$ cat src/rtl/hid_boot_report_to_key_events_assert.svh
// Assertion macros used by the HID boot report differencer controller.
`ifndef HID_BOOT_REPORT_TO_KEY_EVENTS_ASSERT_SVH
`define HID_BOOT_REPORT_TO_KEY_EVENTS_ASSERT_SVH

// Same-cycle implication, checked on every rising edge outside reset.
`define HBKE_ASSERT_NOW(label, ante, cons, msg) \
  label: assert property (@(posedge clk) disable iff (rst) (ante) |-> (cons)) \
    else $error(msg);

// Next-cycle implication, checked on every rising edge outside reset.
`define HBKE_ASSERT_NEXT(label, ante, cons, msg) \
  label: assert property (@(posedge clk) disable iff (rst) (ante) |=> (cons)) \
    else $error(msg);

`endif

$ cat src/rtl/hbke_pkg.sv
// Types, constants and helpers shared by the HID boot report differencer.
`default_nettype none
package hbke_pkg;

  localparam int NUM_SLOTS  = 6;
  localparam int SLOT_W     = 3;
  localparam int MASK_W     = 18;
  localparam int IDX_W      = 5;
  localparam int IN_DATA_W  = 80;
  localparam int OUT_DATA_W = 24;
  localparam int OUT_USER_W = 4;

  // first modifier event position in the keyboard event mask
  localparam logic [IDX_W-1:0] MOD_BASE = 5'd12;

  localparam logic [7:0] ROLLOVER_CODE = 8'd1;

  localparam logic [1:0] EV_PRESS   = 2'd0;
  localparam logic [1:0] EV_RELEASE = 2'd1;
  localparam logic [1:0] EV_MOTION  = 2'd2;

  localparam logic [1:0] SRC_KEY = 2'd0;
  localparam logic [1:0] SRC_MOD = 2'd1;
  localparam logic [1:0] SRC_BTN = 2'd2;

  typedef struct packed {
    logic capture;
    logic evaluate;
    logic pop;
    logic commit;
  } cmd_t;

  typedef struct packed {
    logic mask_empty;
    logic out_free;
  } sts_t;

  // Modifier events run over bits 0..4 and 6; bits 5 and 7 never report.
  function automatic logic [2:0] mod_bit(input logic [2:0] j);
    logic [2:0] b;
    case (j)
      3'd0: b = 3'd0;
      3'd1: b = 3'd1;
      3'd2: b = 3'd2;
      3'd3: b = 3'd3;
      3'd4: b = 3'd4;
      3'd5: b = 3'd6;
      default: b = 3'd0;
    endcase
    return b;
  endfunction

endpackage
`default_nettype wire

$ cat src/rtl/hbke_dp.sv
// Datapath: captured report, stored previous state, event mask and output register.
`default_nettype none
module hbke_dp (
  input  wire logic                            clk,
  input  wire logic                            rst,
  input  wire hbke_pkg::cmd_t                  cmd,
  output hbke_pkg::sts_t                       sts,
  input  wire logic                            in_mouse,
  input  wire logic [hbke_pkg::IN_DATA_W-1:0]  in_data,
  output logic                                 m_tvalid,
  input  wire logic                            m_tready,
  output logic [hbke_pkg::OUT_DATA_W-1:0]      m_tdata,
  output logic [hbke_pkg::OUT_USER_W-1:0]      m_tuser,
  output logic                                 m_tlast
);
  import hbke_pkg::*;

  logic              cap_mouse;
  logic [7:0]        cap_mods;
  logic [7:0]        cap_keys [NUM_SLOTS];
  logic [2:0]        cap_btn;
  logic signed [7:0] cap_dx;
  logic signed [7:0] cap_dy;

  logic [7:0]        prev_mods;
  logic [7:0]        prev_keys [NUM_SLOTS];
  logic [2:0]        prev_btn;

  logic [MASK_W-1:0] mask;
  logic [MASK_W-1:0] mask_next;
  logic              rollover;
  logic              rollover_next;

  logic              out_valid;
  logic [1:0]        out_kind;
  logic [1:0]        out_src;
  logic [7:0]        out_code;
  logic signed [7:0] out_dx;
  logic signed [7:0] out_dy;
  logic              out_last;

  logic [MASK_W-1:0] low_bit;
  logic [IDX_W-1:0]  idx;
  logic [IDX_W-1:0]  idx_rel;
  logic [SLOT_W-1:0] slot;
  logic [2:0]        bit_sel;
  logic [1:0]        ev_kind;
  logic [1:0]        ev_src;
  logic [7:0]        ev_code;
  logic signed [7:0] ev_dx;
  logic signed [7:0] ev_dy;

  // Build the event mask from the captured report and the stored state.
  always_comb begin
    logic in_prev;
    logic in_cur;
    in_prev       = 1'b0;
    in_cur        = 1'b0;
    mask_next     = '0;
    rollover_next = 1'b1;
    for (int i = 0; i < NUM_SLOTS; i++) begin
      if (cap_keys[i] != ROLLOVER_CODE) begin
        rollover_next = 1'b0;
      end
    end
    if (cap_mouse) begin
      rollover_next = 1'b0;
      mask_next[0]  = (cap_dx != 8'sd0) || (cap_dy != 8'sd0);
      for (int b = 0; b < 3; b++) begin
        mask_next[b+1] = cap_btn[b] ^ prev_btn[b];
      end
    end else if (!rollover_next) begin
      for (int i = 0; i < NUM_SLOTS; i++) begin
        in_prev = 1'b0;
        in_cur  = 1'b0;
        for (int k = 0; k < NUM_SLOTS; k++) begin
          if (prev_keys[k] == cap_keys[i]) begin
            in_prev = 1'b1;
          end
          if (cap_keys[k] == prev_keys[i]) begin
            in_cur = 1'b1;
          end
        end
        mask_next[2*i]   = (cap_keys[i] != 8'd0) && !in_prev;
        mask_next[2*i+1] = (prev_keys[i] != 8'd0) && !in_cur;
      end
      for (int j = 0; j < 6; j++) begin
        mask_next[int'(MOD_BASE)+j] = cap_mods[mod_bit(3'(j))] ^ prev_mods[mod_bit(3'(j))];
      end
    end
  end

  // Pick the lowest pending event and decode it.
  assign low_bit = mask & (~mask + MASK_W'(1));

  always_comb begin
    idx = '0;
    for (int k = 0; k < MASK_W; k++) begin
      if (low_bit[k]) begin
        idx = IDX_W'(k);
      end
    end
  end

  assign idx_rel = cap_mouse ? (idx - IDX_W'(1)) : (idx - MOD_BASE);
  assign slot    = idx[SLOT_W:1];
  assign bit_sel = cap_mouse ? idx_rel[2:0] : mod_bit(idx_rel[2:0]);

  always_comb begin
    ev_kind = EV_PRESS;
    ev_src  = SRC_KEY;
    ev_code = 8'd0;
    ev_dx   = 8'sd0;
    ev_dy   = 8'sd0;
    if (cap_mouse) begin
      if (idx == '0) begin
        ev_kind = EV_MOTION;
        ev_dx   = cap_dx;
        ev_dy   = cap_dy;
      end else begin
        ev_kind = cap_btn[bit_sel[1:0]] ? EV_PRESS : EV_RELEASE;
        ev_src  = SRC_BTN;
        ev_code = {5'd0, bit_sel};
      end
    end else if (idx < MOD_BASE) begin
      ev_kind = idx[0] ? EV_RELEASE : EV_PRESS;
      ev_code = idx[0] ? prev_keys[slot] : cap_keys[slot];
    end else begin
      ev_kind = cap_mods[bit_sel] ? EV_PRESS : EV_RELEASE;
      ev_src  = SRC_MOD;
      ev_code = {5'd0, bit_sel};
    end
  end

  // Capture the incoming report.
  always_ff @(posedge clk) begin
    if (cmd.capture) begin
      cap_mouse <= in_mouse;
      cap_mods  <= in_data[7:0];
      for (int i = 0; i < NUM_SLOTS; i++) begin
        cap_keys[i] <= in_data[8*i+8 +: 8];
      end
      cap_btn <= in_data[58:56];
      cap_dx  <= in_data[66:59];
      cap_dy  <= in_data[74:67];
    end
  end

  // Hold the mask; drop one event per pop.
  always_ff @(posedge clk) begin
    if (rst) begin
      mask     <= '0;
      rollover <= 1'b0;
    end else if (cmd.evaluate) begin
      mask     <= mask_next;
      rollover <= rollover_next;
    end else if (cmd.pop) begin
      mask <= mask & ~low_bit;
    end
  end

  // Store the report once all its events are out, unless it was a keyboard rollover error.
  always_ff @(posedge clk) begin
    if (rst) begin
      prev_mods <= '0;
      prev_btn  <= '0;
      for (int i = 0; i < NUM_SLOTS; i++) begin
        prev_keys[i] <= '0;
      end
    end else if (cmd.commit && !rollover) begin
      if (cap_mouse) begin
        prev_btn <= cap_btn;
      end else begin
        prev_mods <= cap_mods;
        for (int i = 0; i < NUM_SLOTS; i++) begin
          prev_keys[i] <= cap_keys[i];
        end
      end
    end
  end

  // Output register.
  always_ff @(posedge clk) begin
    if (rst) begin
      out_valid <= 1'b0;
    end else if (cmd.pop) begin
      out_valid <= 1'b1;
    end else if (m_tready) begin
      out_valid <= 1'b0;
    end
  end

  always_ff @(posedge clk) begin
    if (cmd.pop) begin
      out_kind <= ev_kind;
      out_src  <= ev_src;
      out_code <= ev_code;
      out_dx   <= ev_dx;
      out_dy   <= ev_dy;
      out_last <= (mask & ~low_bit) == '0;
    end
  end

  assign sts.mask_empty = (mask == '0);
  assign sts.out_free   = !out_valid || m_tready;

  assign m_tvalid = out_valid;
  assign m_tdata  = {out_dy, out_dx, out_code};
  assign m_tuser  = {out_src, out_kind};
  assign m_tlast  = out_last;

endmodule
`default_nettype wire

$ cat src/rtl/hbke_ctrl.sv
// Controller: sequences capture, evaluation, event emission and state update.
`default_nettype none
module hbke_ctrl (
  input  wire logic           clk,
  input  wire logic           rst,
  input  wire logic           s_tvalid,
  output logic                s_tready,
  output hbke_pkg::cmd_t      cmd,
  input  wire hbke_pkg::sts_t sts
);
  import hbke_pkg::*;

  localparam logic [1:0] ST_IDLE = 2'd0;
  localparam logic [1:0] ST_EVAL = 2'd1;
  localparam logic [1:0] ST_EMIT = 2'd2;

  logic [1:0] state;
  logic [1:0] state_next;

  always_comb begin
    state_next = state;
    case (state)
      ST_IDLE: begin
        if (s_tvalid) begin
          state_next = ST_EVAL;
        end
      end
      ST_EVAL: begin
        state_next = ST_EMIT;
      end
      ST_EMIT: begin
        if (sts.mask_empty) begin
          state_next = ST_IDLE;
        end
      end
      default: begin
        state_next = ST_IDLE;
      end
    endcase
  end

  always_ff @(posedge clk) begin
    if (rst) begin
      state <= ST_IDLE;
    end else begin
      state <= state_next;
    end
  end

  assign s_tready     = (state == ST_IDLE);
  assign cmd.capture  = (state == ST_IDLE) && s_tvalid;
  assign cmd.evaluate = (state == ST_EVAL);
  assign cmd.pop      = (state == ST_EMIT) && !sts.mask_empty && sts.out_free;
  assign cmd.commit   = (state == ST_EMIT) && sts.mask_empty;

`include "hid_boot_report_to_key_events_assert.svh"

  `HBKE_ASSERT_NEXT(a_accept_to_eval, cmd.capture, state == ST_EVAL, "accept did not start evaluation")
  `HBKE_ASSERT_NEXT(a_eval_to_emit, state == ST_EVAL, state == ST_EMIT, "evaluation did not lead to emission")
  `HBKE_ASSERT_NEXT(a_done_to_idle, cmd.commit, state == ST_IDLE && s_tready, "commit did not return to idle")

endmodule
`default_nettype wire

$ cat src/rtl/hid_boot_report_to_key_events.sv
// Top level of the HID boot report differencer: keyboard and mouse reports in, events out.
//
// Input channel s_*: one word per HID boot report. s_tuser selects the report
// kind (0 keyboard, 1 mouse); s_tdata carries all report fields.
// Output channel m_*: one word per event, with m_tlast on the final event of a
// report. A report that causes no event (no change, or a keyboard rollover
// error with all six slots at 1) produces no output word at all.
// Timing: the report is accepted, evaluated in the next cycle (all slot
// comparisons at once into an event mask), then the mask is drained one event
// per cycle into the output register while the receiver does not stall; a
// report yields at most 18 events for a keyboard, 4 for a mouse. The drain
// loop is the rate limiter.
// s_tready is high only while no report is in progress; the last event may
// still wait in the output register while the next report is taken.
// Reset clears the stored previous keys, modifiers and buttons to zero and
// empties the output register; a stalled receiver simply holds the drain.
`default_nettype none
module hid_boot_report_to_key_events (
  input  wire logic        clk,
  input  wire logic        rst,
  input  wire logic        s_tvalid,
  output logic             s_tready,
  // [7:0] modifiers, [15:8] key_1, [23:16] key_2, [31:24] key_3,
  // [39:32] key_4, [47:40] key_5, [55:48] key_6, [58:56] mouse_buttons,
  // [66:59] move_x, [74:67] move_y, [79:75] zero
  input  wire logic [79:0] s_tdata,
  // [0] report kind: 0 keyboard, 1 mouse
  input  wire logic        s_tuser,
  output logic             m_tvalid,
  input  wire logic        m_tready,
  // [7:0] code, [15:8] delta_x, [23:16] delta_y
  output logic [23:0]      m_tdata,
  // [1:0] event_kind, [3:2] source
  output logic [3:0]       m_tuser,
  // last
  output logic             m_tlast
);
  import hbke_pkg::*;

  cmd_t cmd;
  sts_t sts;

  // Sequence the report through capture, evaluate, drain and store.
  hbke_ctrl u_ctrl (
    .clk      (clk),
    .rst      (rst),
    .s_tvalid (s_tvalid),
    .s_tready (s_tready),
    .cmd      (cmd),
    .sts      (sts)
  );

  // Hold the report, compare it with the stored one, and register each event.
  hbke_dp u_dp (
    .clk      (clk),
    .rst      (rst),
    .cmd      (cmd),
    .sts      (sts),
    .in_mouse (s_tuser),
    .in_data  (s_tdata),
    .m_tvalid (m_tvalid),
    .m_tready (m_tready),
    .m_tdata  (m_tdata),
    .m_tuser  (m_tuser),
    .m_tlast  (m_tlast)
  );

endmodule
`default_nettype wire
$ cat config.mk
export PLATFORM = sky130hd
export DESIGN_NAME = hid_boot_report_to_key_events
export DESIGN_NICKNAME = d
export VERILOG_FILES = /design/src/rtl/hbke_pkg.sv /design/src/rtl/hbke_dp.sv /design/src/rtl/hbke_ctrl.sv /design/src/rtl/hid_boot_report_to_key_events.sv
export VERILOG_INCLUDE_DIRS = /design/src /design/src/rtl
export SDC_FILE = /design/constraint.sdc
export NUM_CORES = 1
export LEC_CHECK = 0
export BUFFER_PORTS_ARGS = -buffer_cell sky130_fd_sc_hd__buf_2
export CORE_MARGIN = 2
export CORE_UTILIZATION = 48
export CTS_BUF_LIST = sky130_fd_sc_hd__clkbuf_4
export CTS_CLUSTER_SIZE = 25
export DETAILED_ROUTE_END_ITERATION = 10
export GPL_TIMING_DRIVEN = 0
export PLACE_DENSITY_LB_ADDON = 0.05
export REMOVE_ABC_BUFFERS = 1
export SYNTH_ARGS = -nofsm -noshare
export SYNTH_HDL_FRONTEND = slang
export SYNTH_HIERARCHICAL = 1
export SYNTH_SLANG_ARGS = --single-unit
$ cat constraint.sdc
create_clock -name clk -period 8.5 [get_ports clk]
set_input_delay 0.85 -clock clk [delete_from_list [all_inputs] [get_ports clk]]
set_output_delay 0.85 -clock clk [all_outputs]
set_load 0.01 [all_outputs]
==> results.toml <==
[run_status]
status = "finished, final reports clean"

[worst_hold_path]
hp-start = "s_tdata[6]"
hold_depth = 1
holdPathEnd = "u_dp/cap_mods[6]"
hold_path.class = "input port to flop"

[clock_tree]
numCtsBuffers = 17
cts_root_buffer = "clkbuf_4"
cts.clk_slew.worst_paths_ns = 0.19
postCtsSetupBuffers = 0
cts_hold_buf = 0
cts.sinks = 182
cts_tree = "built"
clockBufferDepth = 2
htreeDepth = 4
clkLatencyLatePin_ns = 0.60
cts_resized = 0

[logic_synthesis]
synth_edf_count = 151
synth_cell_type_count = 71
synth-async-reset-ratio_pct = 0
ys_top_cells_by_area = "edfxtp_1 38%, xnor2_1 14%, xor2_1 7.6%, dfxtp_1 5.2%, nand2_1 3.6%"
ys_ff_latch = 182
ys_dominant_reg_cell = "edfxtp_1"
synth_warnings = 6
netlist_area_sq_um = 11940
yosys.area.top_type = "edfxtp_1"
synthCells = 1245
syn-mean-instance-area_sq_um = 9.592
synth_top_area_share_pct = 37.97
synth_seq_area_share_pct = 43.17

[floorplan]
row_count = 57
ios = 116
dieArea_sq_um = 26160
die_h_um = 161.7
initial_utilization_pct = 48.96
core_sq_um = 24390
dieWidth_um = 161.7

[final_layout]
layout-drive-gt1-share_pct = 13.81
syn_to_final_growth_pct = 7.156
nNetsFinal = 1327
fillers = 2317
layout_commonest_cell = "xnor2_1"
final_cell_mix = "194 x xnor2_1, 151 x edfxtp_1, 116 x nand2_1, 108 x buf_2, 104 x xor2_1"

[grt]
antenna_found_initial = 1
grt_pass1_wl_um = 57500
globalRouteOverflowTotal = 0
grt_pass1_vias = 9052
grt_max_degree = 49
grt_usage_pct = 29.52

[placement]
gp_congestion = 1.006
pre_cts_ws_ns = 3.853
io_buffers = 108
dp_hpwl_um = 26430

[sta]
hold_viol = 0
min_period_over_period_pct = 55.53
slew_headroom_pct = 37.03
worst_slack_ns = 3.780
finalSetupTns_ns = 0
worst_pin_slew_ns = 0.9435
setup_viol_count_final = 0
rsz0062_at_grt = "no"
finalCriticalPeriod_ns = 4.720
slew_violations = 0
fmax_ghz = 0.2119
clock_skew_ns = 0.04120

[critical_path]
crit_required_ns = 8.96
rr_worst_depth = 10
worstReg2RegEnd = "u_dp/out_kind[0]"
path_cells = "nor4_1 > nand3_2 > or4_4 > nand2_2 > inv_2 > ha_1 > o221a_4 > or4b_1 > a21oi_1 > nand4bb_1"
crit_arrival_ns = 5.18
crit_path_start = "u_dp/mask[1]"
worst_setup_path_end_kind = "flop"
start_kind = "flop"
worst-setup-path-type = "flop to flop"
timing.rr.start = "u_dp/mask[1]"
cp_max_fo = 33
r2r_setup_slack_ns = 3.78
crit_slowest_cell = "nor4_1"
slowest_delay_ns = 0.66

[drt]
drtAntennaViolNets = 0
firstDrtPassIters = 5
routed_wl_um = 38190
avgRoutedWirePerCell_um = 24.20
via_per_inst = 5.990
drt_iter0_drc = 1065
drc_errors = 0
num_vias = 9452

[power_and_ir_drop]
cellPowerDensity_nw_per_um2 = 182.5
irDropWorstVdd_v = 0.0001196
leakage_nw = 4.453

[flow_run]
cap_violations = 0
==> registers in the layout, indices dropped and copies added (netlist names), 8 cells and up <==
signal / cells
u_dp/cap_dx: 8
u_dp/out_dx: 8
u_dp/out_code: 8
u_dp/mask: 18
u_dp/out_dy: 8
u_dp/cap_keys: 48
u_dp/cap_dy: 8
u_dp/prev_keys: 48
==> layer usage <==
layer	GRT usage [%]	up-vias	routed length, um
li1	-	4356	-
met1	43.92	4640	17760
met2	44.99	399	16780
met3	4.239	57	2656
met4	8.488	0	1003
met5	0	-	0
==> power by group <==
| group | internal [mW] | switching [mW] | leakage, nW | total, mW |
|---|---|---|---|---|
| registers | 1.04 | 0.147 | 1.73 | 1.18 |
| clock network | 0.170 | 0.375 | 0.175 | 0.546 |
| logic | 0.254 | 0.351 | 2.55 | 0.605 |
| total | 1.46 | 0.873 | 4.45 | 2.33 |
==> cells in the mapped netlist (3+ instances only) <==
library cell	count
o21ai_0	26
o2111ai_1	6
a22o_1	7
xnor2_1	194
buf_6	4
edfxtp_1	151
a21oi_1	42
or3_1	5
clkbuf_1	104
o211ai_1	6
nand4_1	53
nor4_1	56
dfxtp_1	31
a21o_1	3
buf_2	15
nor4_2	3
maj3_1	3
xor2_1	104
nand2_1	116
o31ai_1	3
nor2b_1	6
nor3_1	17
a211o_1	4
nand3_1	38
nor2_1	60
and3_1	13
a31oi_1	14
buf_4	3
and2_1	66
mux2i_1	9
a32oi_1	4
buf_1	14
o22ai_1	9
inv_1	6
==> how the worst max path moves through the flow <==
| stage | end | slack [ns] | cells after the start |
|---|---|---|---|
| global route | u_dp/out_dx[7] | 3.48 | 11 |
| CTS | u_dp/out_kind[0] | 3.82 | 10 |
| global placement | u_dp/cap_keys[0][4] | 2.83 | 2 |
| finish | u_dp/out_kind[0] | 3.78 | 10 |
| floorplan | u_dp/cap_btn[0] | 4.30 | 1 |
| detailed placement | u_dp/out_kind[0] | 3.85 | 10 |
==> worst max-delay path, delay by kind of cell (launching register included) <==
family | cells | cell delay (ns)
and+or+nand+nor | 6 | 2.75
buffers and inverters | 1 | 0.49
adders and majority gates | 1 | 0.47
AOI/OAI and AO/OA | 2 | 0.43
DFF | 1 | 0.42
==> kinds of logic (layout without fill, tap and decap cells) <==
kind of cell | count (synthesis) | in the layout | share of synthesized area, %
compound gates | 147 | 147 | 8.267
xor+xnor | 298 | 298 | 21.86
fa+ha+maj | 5 | 5 | 0.4610
buf+inv | 149 | 157 | 5.186
flops | 182 | 182 | 43.17
mux | 9 | 9 | 0.7544
other cells | 0 | 1 | 0
simple gates | 455 | 455 | 20.31
==> through the flow <==
step | power (mW) | area, sq um | hold slack, ns | cells | utilization (%)
2_1_floorplan | 1.567 | 11360 | 0.4341 | 1105 | -
3_3_place_gp | 1.777 | 12300 | 0.4593 | 1537 | 50.44
3_5_place_dp | 1.794 | 12470 | 0.4632 | 1545 | 51.11
4_1_cts | 2.344 | 12790 | 0.3614 | 1577 | 52.45
5_1_grt | 2.450 | 12800 | 0.3559 | 1578 | 52.46
6_report | 2.335 | 12800 | 0.4044 | 1578 | 52.46
==> layout make-up <==
| class | instances | area [sq um] | area share (%) |
|---|---|---|---|
| clock inverters | 15 | 200.2 | 1.564 |
| well taps | 324 | 405.4 | 3.168 |
| flip-flops and latches | 182 | 5155 | 40.29 |
| multi-input cells | 914 | 6188 | 48.36 |
| repair buffers | 116 | 683.2 | 5.339 |
| diodes | 1 | 2.502 | 0.01956 |
| clock buffers | 17 | 127.6 | 0.9974 |
| inverters | 9 | 33.78 | 0.2640 |
(Power assumes the default switching activity.)
